--- config.mk ---
export PLATFORM = sky130hd
export DESIGN_NAME = serial_bank_mapper_top
export DESIGN_NICKNAME = d
export VERILOG_FILES = /design/src/hw/rtl/sbm_pkg.sv /design/src/hw/rtl/sbm_shift.sv /design/src/hw/rtl/sbm_banks.sv /design/src/hw/rtl/serial_bank_mapper_top.sv
export VERILOG_INCLUDE_DIRS = /design/src /design/src/hw/rtl
export SDC_FILE = /design/constraint.sdc
export NUM_CORES = 1
export LEC_CHECK = 0
export BUFFER_PORTS_ARGS = -buffer_cell sky130_fd_sc_hd__buf_2
export CAP_MARGIN = 20
export CORE_MARGIN = 4
export CORE_UTILIZATION = 40
export DETAILED_ROUTE_END_ITERATION = 10
export PLACE_DENSITY_LB_ADDON = 0.15
export SLEW_MARGIN = 20
export SYNTH_ARGS = -nofsm -noshare
export SYNTH_HDL_FRONTEND = slang
export SYNTH_SLANG_ARGS = --single-unit
--- constraint.sdc ---
create_clock -name i_clk -period 2.5 [get_ports i_clk]
set_input_delay 0.125 -clock i_clk [delete_from_list [all_inputs] [get_ports i_clk]]
set_output_delay 0.125 -clock i_clk [all_outputs]
set_load 0.05 [all_outputs]
--- src/hw/rtl/serial_bank_mapper_top_defines.svh ---
// ---------------------------------------------------------------------------
// Serial bank mapper assertion macros
// Shared concurrent assertion forms, clocked on i_clk and held off in reset.
// ---------------------------------------------------------------------------
`ifndef SERIAL_BANK_MAPPER_TOP_DEFINES_SVH
`define SERIAL_BANK_MAPPER_TOP_DEFINES_SVH

// A condition that must hold at every clock edge out of reset.
`define SBM_ASSERT(lbl, prop, msg) \
    lbl: assert property (@(posedge i_clk) disable iff (!i_rst_n) (prop)) \
        else $error(msg);

// A consequence that must hold in the cycle after its trigger.
`define SBM_ASSERT_NEXT(lbl, ante, cons, msg) \
    lbl: assert property (@(posedge i_clk) disable iff (!i_rst_n) (ante) |=> (cons)) \
        else $error(msg);

`endif

--- src/hw/rtl/sbm_pkg.sv ---
// ---------------------------------------------------------------------------
// Serial bank mapper package
// Shared types, register codes and constants of the serial bank mapper.
// ---------------------------------------------------------------------------
package sbm_pkg;

    // Field widths.
    localparam int AddrW  = 16;
    localparam int DataW  = 8;
    localparam int PrgW   = 19;
    localparam int ChrW   = 17;
    localparam int MirW   = 2;
    localparam int RegW   = 5;
    localparam int CountW = 6;

    // Offset granularity: 16 KB program banks, 4 KB character halves.
    localparam int PrgBankBits = 14;
    localparam int ChrHalfBits = 12;

    // Serial register holds five bits before a load.
    localparam logic [2:0] ShiftLen = 3'd5;

    // Configuration register indexes.
    localparam logic CFG_CHR_ROM_PRESENT = 1'b0;
    localparam logic CFG_PRG_BANK_COUNT  = 1'b1;

    // Configuration reset values.
    localparam logic              ChrPresentRst = 1'b1;
    localparam logic [CountW-1:0] PrgCountRst   = 6'd8;
    localparam logic [CountW-1:0] PrgCountOuter = 6'd32;

    // Target register select, from address bits 14..13.
    localparam logic [1:0] SEL_CONTROL = 2'd0;
    localparam logic [1:0] SEL_CHR_A   = 2'd1;
    localparam logic [1:0] SEL_CHR_B   = 2'd2;
    localparam logic [1:0] SEL_PRG     = 2'd3;

    // Control register reset value and single-screen mirroring code.
    localparam logic [RegW-1:0] ControlRst   = 5'h04;
    localparam logic [MirW-1:0] MIRROR_SINGLE = 2'd2;

    // A completed serial load headed for one register.
    typedef struct packed {
        logic            valid;
        logic [1:0]      sel;
        logic [RegW-1:0] value;
    } t_load;

    // Window bases and mirroring reported with each item.
    typedef struct packed {
        logic [MirW-1:0] mirror;
        logic [ChrW-1:0] chr_high;
        logic [ChrW-1:0] chr_low;
        logic [PrgW-1:0] prg_high;
        logic [PrgW-1:0] prg_low;
    } t_bases;

    // Offset of the last 16 KB program bank, wrapped to the program width.
    function automatic logic [PrgW-1:0] last_bank_base(input logic [CountW-1:0] count);
        logic [CountW-1:0] last;
        last = count - 6'd1;
        return {last[PrgW-PrgBankBits-1:0], {PrgBankBits{1'b0}}};
    endfunction

endpackage

--- src/hw/rtl/sbm_shift.sv ---
// ---------------------------------------------------------------------------
// Serial bank mapper shift register
// Collects data bit 0 of mapper writes, LSB first, and issues a load on the
// fifth bit. A write with data bit 7 set clears the collected bits.
// ---------------------------------------------------------------------------
`include "serial_bank_mapper_top_defines.svh"

module sbm_shift (
    input  logic                     i_clk,
    input  logic                     i_rst_n,
    input  logic                     i_step,
    input  logic [sbm_pkg::AddrW-1:0] i_addr,
    input  logic [sbm_pkg::DataW-1:0] i_data,
    output sbm_pkg::t_load           o_load
);

    logic [2:0]               r_count;
    logic [2:0]               n_count;
    logic [sbm_pkg::RegW-1:0] r_value;
    logic [sbm_pkg::RegW-1:0] n_value;

    logic                     w_mapped;
    logic                     w_clear;
    logic                     w_shift;
    logic [2:0]               w_count_inc;
    logic [sbm_pkg::RegW-1:0] w_value_shift;

    // Decode the write and form the shifted value.
    always_comb begin
        w_mapped      = i_addr[sbm_pkg::AddrW-1];
        w_clear       = i_step && w_mapped && i_data[7];
        w_shift       = i_step && w_mapped && !i_data[7];
        w_count_inc   = r_count + 3'd1;
        w_value_shift = r_value | ({{(sbm_pkg::RegW-1){1'b0}}, i_data[0]} << r_count);
    end

    // A load leaves on the fifth bit.
    always_comb begin
        o_load.valid = w_shift && (w_count_inc == sbm_pkg::ShiftLen);
        o_load.sel   = i_addr[14:13];
        o_load.value = w_value_shift;
    end

    // Next shift state.
    always_comb begin
        n_count = r_count;
        n_value = r_value;
        if (w_clear || o_load.valid) begin
            n_count = 3'd0;
            n_value = '0;
        end else if (w_shift) begin
            n_count = w_count_inc;
            n_value = w_value_shift;
        end
    end

    always_ff @(posedge i_clk) begin
        if (!i_rst_n) begin
            r_count <= 3'd0;
            r_value <= '0;
        end else begin
            r_count <= n_count;
            r_value <= n_value;
        end
    end

    // The count never reaches five; a load resets it at that point.
    `SBM_ASSERT(a_count_range, r_count < sbm_pkg::ShiftLen, "shift count out of range")
    // A load only follows four stored bits.
    `SBM_ASSERT(a_load_after_four, !o_load.valid || (r_count == 3'd4), "load before fifth bit")
    // After a load the shift register starts empty.
    `SBM_ASSERT_NEXT(a_load_empties, o_load.valid, (r_count == 3'd0) && (r_value == '0),
        "shift register not emptied after load")
    // A clear write empties the shift register.
    `SBM_ASSERT_NEXT(a_clear_empties, w_clear, (r_count == 3'd0) && (r_value == '0),
        "shift register not emptied by clear write")

endmodule

--- src/hw/rtl/sbm_banks.sv ---
// ---------------------------------------------------------------------------
// Serial bank mapper bank registers
// Holds the four mapper registers and the configuration, recomputes the window
// bases and the mirroring on each load, and sets the program high base on a bank-count write.
// ---------------------------------------------------------------------------
module sbm_banks (
    input  logic                       i_clk,
    input  logic                       i_rst_n,
    input  logic                       i_cfg_we,
    input  logic                       i_cfg_index,
    input  logic [sbm_pkg::CountW-1:0] i_cfg_data,
    input  sbm_pkg::t_load             i_load,
    output sbm_pkg::t_bases            o_bases
);

    logic                       r_chr_present, n_chr_present;
    logic [sbm_pkg::CountW-1:0] r_prg_count,   n_prg_count;
    logic [sbm_pkg::RegW-1:0]   r_control,     n_control;
    logic [sbm_pkg::RegW-1:0]   r_chr_a,       n_chr_a;
    logic [sbm_pkg::RegW-1:0]   r_chr_b,       n_chr_b;
    logic [sbm_pkg::RegW-1:0]   r_prg_bank,    n_prg_bank;
    sbm_pkg::t_bases            r_bases,       n_bases;

    logic w_outer;

    // Register writes, then the window recompute from the new values.
    always_comb begin
        n_chr_present = r_chr_present;
        n_prg_count   = r_prg_count;
        n_control     = r_control;
        n_chr_a       = r_chr_a;
        n_chr_b       = r_chr_b;
        n_prg_bank    = r_prg_bank;
        n_bases       = r_bases;
        w_outer       = 1'b0;

        if (i_load.valid) begin
            case (i_load.sel)
                sbm_pkg::SEL_CONTROL: n_control  = i_load.value;
                sbm_pkg::SEL_CHR_A:   n_chr_a    = i_load.value;
                sbm_pkg::SEL_CHR_B:   n_chr_b    = i_load.value;
                sbm_pkg::SEL_PRG:     n_prg_bank = i_load.value;
                default:              n_prg_bank = i_load.value;
            endcase

            n_bases.mirror = n_control[1] ? {1'b0, n_control[0]} : sbm_pkg::MIRROR_SINGLE;

            // Character windows switch only with character ROM.
            if (r_chr_present) begin
                if (!n_control[4]) begin
                    n_bases.chr_low  = {n_chr_a[3:0], 1'b0, {sbm_pkg::ChrHalfBits{1'b0}}};
                    n_bases.chr_high = {n_chr_a[3:0], 1'b1, {sbm_pkg::ChrHalfBits{1'b0}}};
                end else begin
                    n_bases.chr_low  = {1'b0, n_chr_a[3:0], {sbm_pkg::ChrHalfBits{1'b0}}};
                    n_bases.chr_high = {1'b0, n_chr_b[3:0], {sbm_pkg::ChrHalfBits{1'b0}}};
                end
            end else begin
                w_outer = (r_prg_count == sbm_pkg::PrgCountOuter) && n_chr_a[4];
            end

            // Program windows: 32 KB pair or one 16 KB window.
            if (!n_control[3]) begin
                n_bases.prg_low  = {w_outer, n_prg_bank[3:1], 1'b0,
                                    {sbm_pkg::PrgBankBits{1'b0}}};
                n_bases.prg_high = {w_outer, n_prg_bank[3:1], 1'b1,
                                    {sbm_pkg::PrgBankBits{1'b0}}};
            end else if (n_control[2]) begin
                n_bases.prg_low  = {w_outer, n_prg_bank[3:0], {sbm_pkg::PrgBankBits{1'b0}}};
            end else begin
                n_bases.prg_high = {w_outer, n_prg_bank[3:0], {sbm_pkg::PrgBankBits{1'b0}}};
            end
        end

        // Configuration writes must arrive only while no item is in flight; the block itself does not enforce this.
        if (i_cfg_we) begin
            case (i_cfg_index)
                sbm_pkg::CFG_CHR_ROM_PRESENT: n_chr_present = i_cfg_data[0];
                sbm_pkg::CFG_PRG_BANK_COUNT: begin
                    n_prg_count      = i_cfg_data;
                    n_bases.prg_high = sbm_pkg::last_bank_base(i_cfg_data);
                end
                default: n_chr_present = r_chr_present;
            endcase
        end
    end

    // The reported bases are those after this item's update.
    assign o_bases = n_bases;

    always_ff @(posedge i_clk) begin
        if (!i_rst_n) begin
            r_chr_present    <= sbm_pkg::ChrPresentRst;
            r_prg_count      <= sbm_pkg::PrgCountRst;
            r_control        <= sbm_pkg::ControlRst;
            r_chr_a          <= '0;
            r_chr_b          <= '0;
            r_prg_bank       <= '0;
            r_bases.mirror   <= '0;
            r_bases.chr_high <= '0;
            r_bases.chr_low  <= '0;
            r_bases.prg_high <= sbm_pkg::last_bank_base(sbm_pkg::PrgCountRst);
            r_bases.prg_low  <= '0;
        end else begin
            r_chr_present <= n_chr_present;
            r_prg_count   <= n_prg_count;
            r_control     <= n_control;
            r_chr_a       <= n_chr_a;
            r_chr_b       <= n_chr_b;
            r_prg_bank    <= n_prg_bank;
            r_bases       <= n_bases;
        end
    end

endmodule

--- src/hw/rtl/serial_bank_mapper_top.sv ---
// Path: an accepted item sits in the input register, then moves to the result
// register once that register is free or being emptied.
// Throughput: one item per cycle while the receiver accepts results; the shift
// and bank logic between the two registers is combinational.
// Reset: synchronous, active low; clears both stage valids, the shift register,
// the mapper registers and the configuration to their power-up values.
// ---------------------------------------------------------------------------
// Serial bank mapper top level
// Stream wrapper: input register, serial shift and bank logic, result register.
// ---------------------------------------------------------------------------
module serial_bank_mapper_top (
    input  logic        i_clk,
    input  logic        i_rst_n,
    // Configuration write port.
    input  logic        i_cfg_we,
    input  logic        i_cfg_index,
    input  logic [5:0]  i_cfg_data,
    // Input items.
    input  logic        s_axis_tvalid,
    output logic        s_axis_tready,
    input  logic [23:0] s_axis_tdata,   // address[15:0], write_data[23:16]
    // Result items.
    output logic        m_axis_tvalid,
    input  logic        m_axis_tready,
    output logic [79:0] m_axis_tdata    // prg_low_base[18:0], prg_high_base[37:19],
                                        // chr_low_base[54:38], chr_high_base[71:55],
                                        // mirror_mode[73:72], regs_loaded[74], zero
);

    logic                      r_in_valid;
    logic [sbm_pkg::AddrW-1:0] r_in_addr;
    logic [sbm_pkg::DataW-1:0] r_in_data;
    logic                      r_out_valid;
    sbm_pkg::t_bases           r_out_bases;
    logic                      r_out_loaded;

    logic                      w_advance;
    sbm_pkg::t_load            w_load;
    sbm_pkg::t_bases           w_bases;

    // An item moves on when the result register is free or being emptied.
    assign w_advance     = r_in_valid && (!r_out_valid || m_axis_tready);
    assign s_axis_tready = !r_in_valid || w_advance;

    // Stage valids.
    always_ff @(posedge i_clk) begin
        if (!i_rst_n) begin
            r_in_valid  <= 1'b0;
            r_out_valid <= 1'b0;
        end else begin
            if (s_axis_tready) begin
                r_in_valid <= s_axis_tvalid;
            end
            if (w_advance) begin
                r_out_valid <= 1'b1;
            end else if (m_axis_tready) begin
                r_out_valid <= 1'b0;
            end
        end
    end

    // Stage payloads.
    always_ff @(posedge i_clk) begin
        if (s_axis_tvalid && s_axis_tready) begin
            r_in_addr <= s_axis_tdata[15:0];
            r_in_data <= s_axis_tdata[23:16];
        end
        if (w_advance) begin
            r_out_bases  <= w_bases;
            r_out_loaded <= w_load.valid;
        end
    end

    sbm_shift u_shift (
        .i_clk   (i_clk),
        .i_rst_n (i_rst_n),
        .i_step  (w_advance),
        .i_addr  (r_in_addr),
        .i_data  (r_in_data),
        .o_load  (w_load)
    );

    sbm_banks u_banks (
        .i_clk       (i_clk),
        .i_rst_n     (i_rst_n),
        .i_cfg_we    (i_cfg_we),
        .i_cfg_index (i_cfg_index),
        .i_cfg_data  (i_cfg_data),
        .i_load      (w_load),
        .o_bases     (w_bases)
    );

    // Result item packing.
    assign m_axis_tvalid = r_out_valid;
    assign m_axis_tdata  = {5'b0, r_out_loaded, r_out_bases.mirror,
                            r_out_bases.chr_high, r_out_bases.chr_low,
                            r_out_bases.prg_high, r_out_bases.prg_low};

endmodule

==> summary.txt <==
Setup path
  • Slowest stage cell on the critical path: dfxtp_1
  • Worst path buffer plus inverter count: 1
  • Delay-heaviest family, CP: flip-flops
  • R2R Path End: m_axis_tdata[37]$_DFFE_PP_
  • Max incr delay on CP: between 0.5 and 0.6 ns
  • RR Startpoint: u_shift.r_count[0]$_SDFFE_PP0P_
  • R2r worst-path depth: 7
  • Max Fanout on Critical Path: 19
  • CP Class: register to register
  • Total stage count of the critical path: 7
  • Req. time, crit path: ~2.7 ns
  • Reg2reg setup slack: between 0.2 and 0.25 ns
  • Endpoint kind of the worst setup timing path: register
  • Crit path cell chain: ha_1 -> xor2_4 -> nand4_4 -> clkinv_4 -> and3_1 -> mux2i_1 -> a21oi_1
  • Startpoint Class: register
  • Arrival @ worst endpoint: between 2 and 2.5 ns

Yosys
  • Mapped cell area: just over 0.007 mm2
  • Sequential-to-total area share from yosys stat: 0.650
  • Async SR Flop Fraction: 0
  • Number of synthesized flops with an enable pin: 80
  • Mean post-synth cell area: between 10 and 15 um2
  • Synth Flop Type: dfxtp_1
  • Yosys reg bits: between 150 and 200
  • Synth cell types: 63
  • Mapped Cells: 607
  • Yosys synthesis warning count: 0

Global route
  • Gr busiest metal: met2
  • Vias in the first global route: 4514
  • GRT Util Overall: 0.146
  • First-pass GRT wire length: 23.1 mm
  • Initial antenna violation count: 0
  • Met2 Usage GRT: 0.229
  • M3 GR Usage: 0.0438
  • Total grt overflow: 0
  • GRT met1 Usage: 0.194
  • Largest net degree at the start of global routing: 52

Drt
  • Via count: between 4000 and 5000
  • Post-route DRC: 0
  • Post-route ant nets: 0
  • Vias/cell: 4.88
  • Drt wl/cell: 14.3 um
  • Initial drt markers: about 310
  • Routed wire length: ~14 mm
  • First drt pass iteration count: 4

Layout
  • Nets: 749
  • P&R area growth vs syn: 19.3%
  • Antenna cells: 0
  • Share of cells above drive strength 1: 0.224
  • Fill cell count: between 1500 and 2000
  • Area occupied by multi-input gates: 0.00223 mm2
  • Register area: 0.00458 mm2
  • Fin util: 0.486

CTS
  • CTS Buffer Depth: 2
  • Clk_lat worst skew: between 0.4 and 0.5 ns
  • Clock Pin Slew Worst Setup and Hold Paths: ~0.070 ns
  • CTS tree: done
  • Post-CTS Setup Inserts: 0
  • CTS Buf Count: 17
  • H-tree levels: 4
  • Root Buffer: clkbuf_16
  • CTS sink cnt: 189

Flow run
  • Max_cap viols: 0

Min path
  • Hold WC Path Type: primary input to register
  • Hold_sp: i_cfg_we
  • Hold endpoint: u_banks.r_chr_present$_SDFFE_PN1P_
  • Hold depth: 3

STA
  • Clk_skew: 0.0122 ns
  • Fmax: ~440 MHz
  • Total Neg Setup Slack: 0 ns
  • Minimum clock period: approximately 2.3 ns
  • Final period util: 0.919
  • Fin. Hold Viols: 0
  • Endpoints failing setup: 0
  • Worst slew pin tran: 0.660 ns
  • Fin. max-slew vios: 0
  • Worst slew margin: 0.558
  • Unrepaired setup endpoints after global routing: no

Pwr
  • Max VDD drop: 0.462 mV
  • Static leakage: roughly 3.4 nW
  • PwrDens: about 750 mW/mm2

Placed design
  • Port bufs: between 90 and 100
  • Gpl congestion: about 0.77
  • Post-DP HPWL: 9.08 mm

Die
  • Std-Cell Rows: 48
  • Initial Util: 0.408
  • Die extent in x: around 140 um
  • Die height: approximately 140 um
  • Die area: approximately 0.020 mm2
  • I/O pins: 118
  • Core area: 0.0173 mm2

Run status
  • Run status: completed
how the worst max path moves through the flow:
stage                                          startpoint                         end  slack (ns)
final                     u_shift.r_count[0]$_SDFFE_PP0P_  m_axis_tdata[37]$_DFFE_PP_        0.20
after global routing      u_shift.r_count[0]$_SDFFE_PP0P_  m_axis_tdata[11]$_DFFE_PP_        0.02
after CTS                 u_shift.r_count[0]$_SDFFE_PP0P_  m_axis_tdata[59]$_DFFE_PP_        0.15
after detailed placement  u_shift.r_count[0]$_SDFFE_PP0P_  m_axis_tdata[39]$_DFFE_PP_        0.17
after global placement    u_shift.r_count[0]$_SDFFE_PP0P_  m_axis_tdata[64]$_DFFE_PP_        0.23
after floorplan                m_axis_tvalid$_SDFFE_PN0P_   m_axis_tdata[0]$_DFFE_PP_        0.39
registers in the layout, summed over array words and instances (netlist names):
register / flops
r_in_valid: 1
r_in_data: 2
u_banks.r_chr_a: 5
m_axis_tdata: 74
u_banks.r_chr_present: 1
u_banks.r_prg_count: 6
u_banks.r_prg_bank: 4
u_banks.r_chr_b: 4
u_banks.r_bases: 74
r_out_loaded: 1
u_shift.r_value: 5
m_axis_tvalid: 1
u_banks.r_control: 5
r_in_addr: 3
u_shift.r_count: 3
worst register-to-register path, stage by stage, from the launching register on:
cell      delay, ns
dfxtp_1        0.53
ha_1           0.33
xor2_4         0.19
nand4_4        0.14
clkinv_4       0.17
and3_1         0.28
mux2i_1        0.29
a21oi_1        0.11
repair_timing:
| item | 4_1_cts | 5_1_grt |
|---|---|---|
| endpoints found under the hold margin | 11 | 0 |
| gates resized for setup | 0 | 1 |
| hold buffers | 11 | 0 |
| endpoints found under the setup margin | 0 | 14 |
cell usage in the layout (no fill, tap or decap), types with 2 or more instances in the layout:
| cell | count |
|---|---|
| ha_1 | 3 |
| clkbuf_16 | 17 |
| o211ai_1 | 3 |
| o21ai_0 | 5 |
| nand3_1 | 11 |
| and2_1 | 51 |
| a311oi_1 | 2 |
| mux2_2 | 4 |
| inv_6 | 6 |
| nand2_1 | 51 |
| dlygate4sd3_1 | 11 |
| clkinv_4 | 4 |
| inv_1 | 7 |
| clkinv_1 | 2 |
| nor2_1 | 51 |
| a211oi_1 | 17 |
| dfxtp_1 | 109 |
| o2111ai_1 | 2 |
| o21ai_1 | 2 |
| buf_2 | 93 |
| nand2b_1 | 3 |
| buf_4 | 14 |
| a21oi_1 | 34 |
| and3_1 | 68 |
| inv_8 | 3 |
| a31oi_1 | 3 |
| nor2b_1 | 5 |
| or3_1 | 3 |
| nor3_1 | 12 |
| edfxtp_1 | 80 |
| xnor2_1 | 3 |
| mux2i_1 | 3 |
| conb_1 | 5 |
per-stage QoR:
stage	cells	power (mW)	instance area [um2]	setup WS [ns]	hold slack [ns]
global placement	905	3.85	7730	0.233	0.302
floorplan	611	3.74	7070	0.395	0.224
global route	948	6.62	8410	0.0229	0.0275
finish	948	6.33	8410	0.202	0.0361
detailed placement	905	3.85	7730	0.170	0.303
CTS	948	6.42	8400	0.152	0.0117
power by group:
part	switching (mW)	internal (mW)	total (mW)
clock network	1.20	1.34	2.54
registers	0.0312	3.28	3.32
logic	0.371	0.107	0.478
layer usage:
layer,vias to the layer above,wire [um]
met5,-,0
met4,0,211
met3,14,632
met2,91,6360
met1,2177,6320
li1,2341,-
cell type report:
type                    instances  area share
well taps                     225      0.0335
repair buffers                120      0.0847
clock inverters                14      0.0144
flip-flops and latches        189       0.545
multi-input cells             373       0.265
inverters                       9     0.00461
clock buffers                  18      0.0522
cells in the mapped netlist, drive strengths merged, types with 2 or more instances:
library cell,instances,area share
o21ai,7,0.0050
nor2,53,0.030
xnor2,3,0.0037
mux2i,3,0.0043
a21oi,34,0.024
and2b,2,0.0025
xor2,2,0.0051
nand2b,3,0.0027
a22o,2,0.0027
and2,52,0.046
o2111ai,2,0.0025
nand2,51,0.027
and3,68,0.060
clkinv,2,0.0018
clkbuf,24,0.013
buf,16,0.017
edfxtp,80,0.34
nor3,12,0.0085
mux2,5,0.0085
nor3b,2,0.0028
a211oi,18,0.020
a311oi,2,0.0025
inv,7,0.0037
or3,3,0.0027
o211ai,3,0.0032
a31oi,3,0.0027
nor2b,5,0.0044
o221ai,3,0.0071
nand3,11,0.0078
ha,3,0.0053
dfxtp,109,0.31
cells by family after synthesis:
| group | Yosys count | synth area share |
|---|---|---|
| adder cells (fa/ha/maj) | 3 | 0.00532 |
| buffers and inverters | 49 | 0.0358 |
| multiplexers | 8 | 0.0128 |
| XOR/XNOR | 5 | 0.00887 |
| flip-flops | 189 | 0.650 |
| other | 1 | 0.000532 |
| AND/OR/NAND/NOR | 270 | 0.207 |
| AO/OA/AOI/OAI | 82 | 0.0790 |
Note: power is estimated with default switching activity, not from simulation.
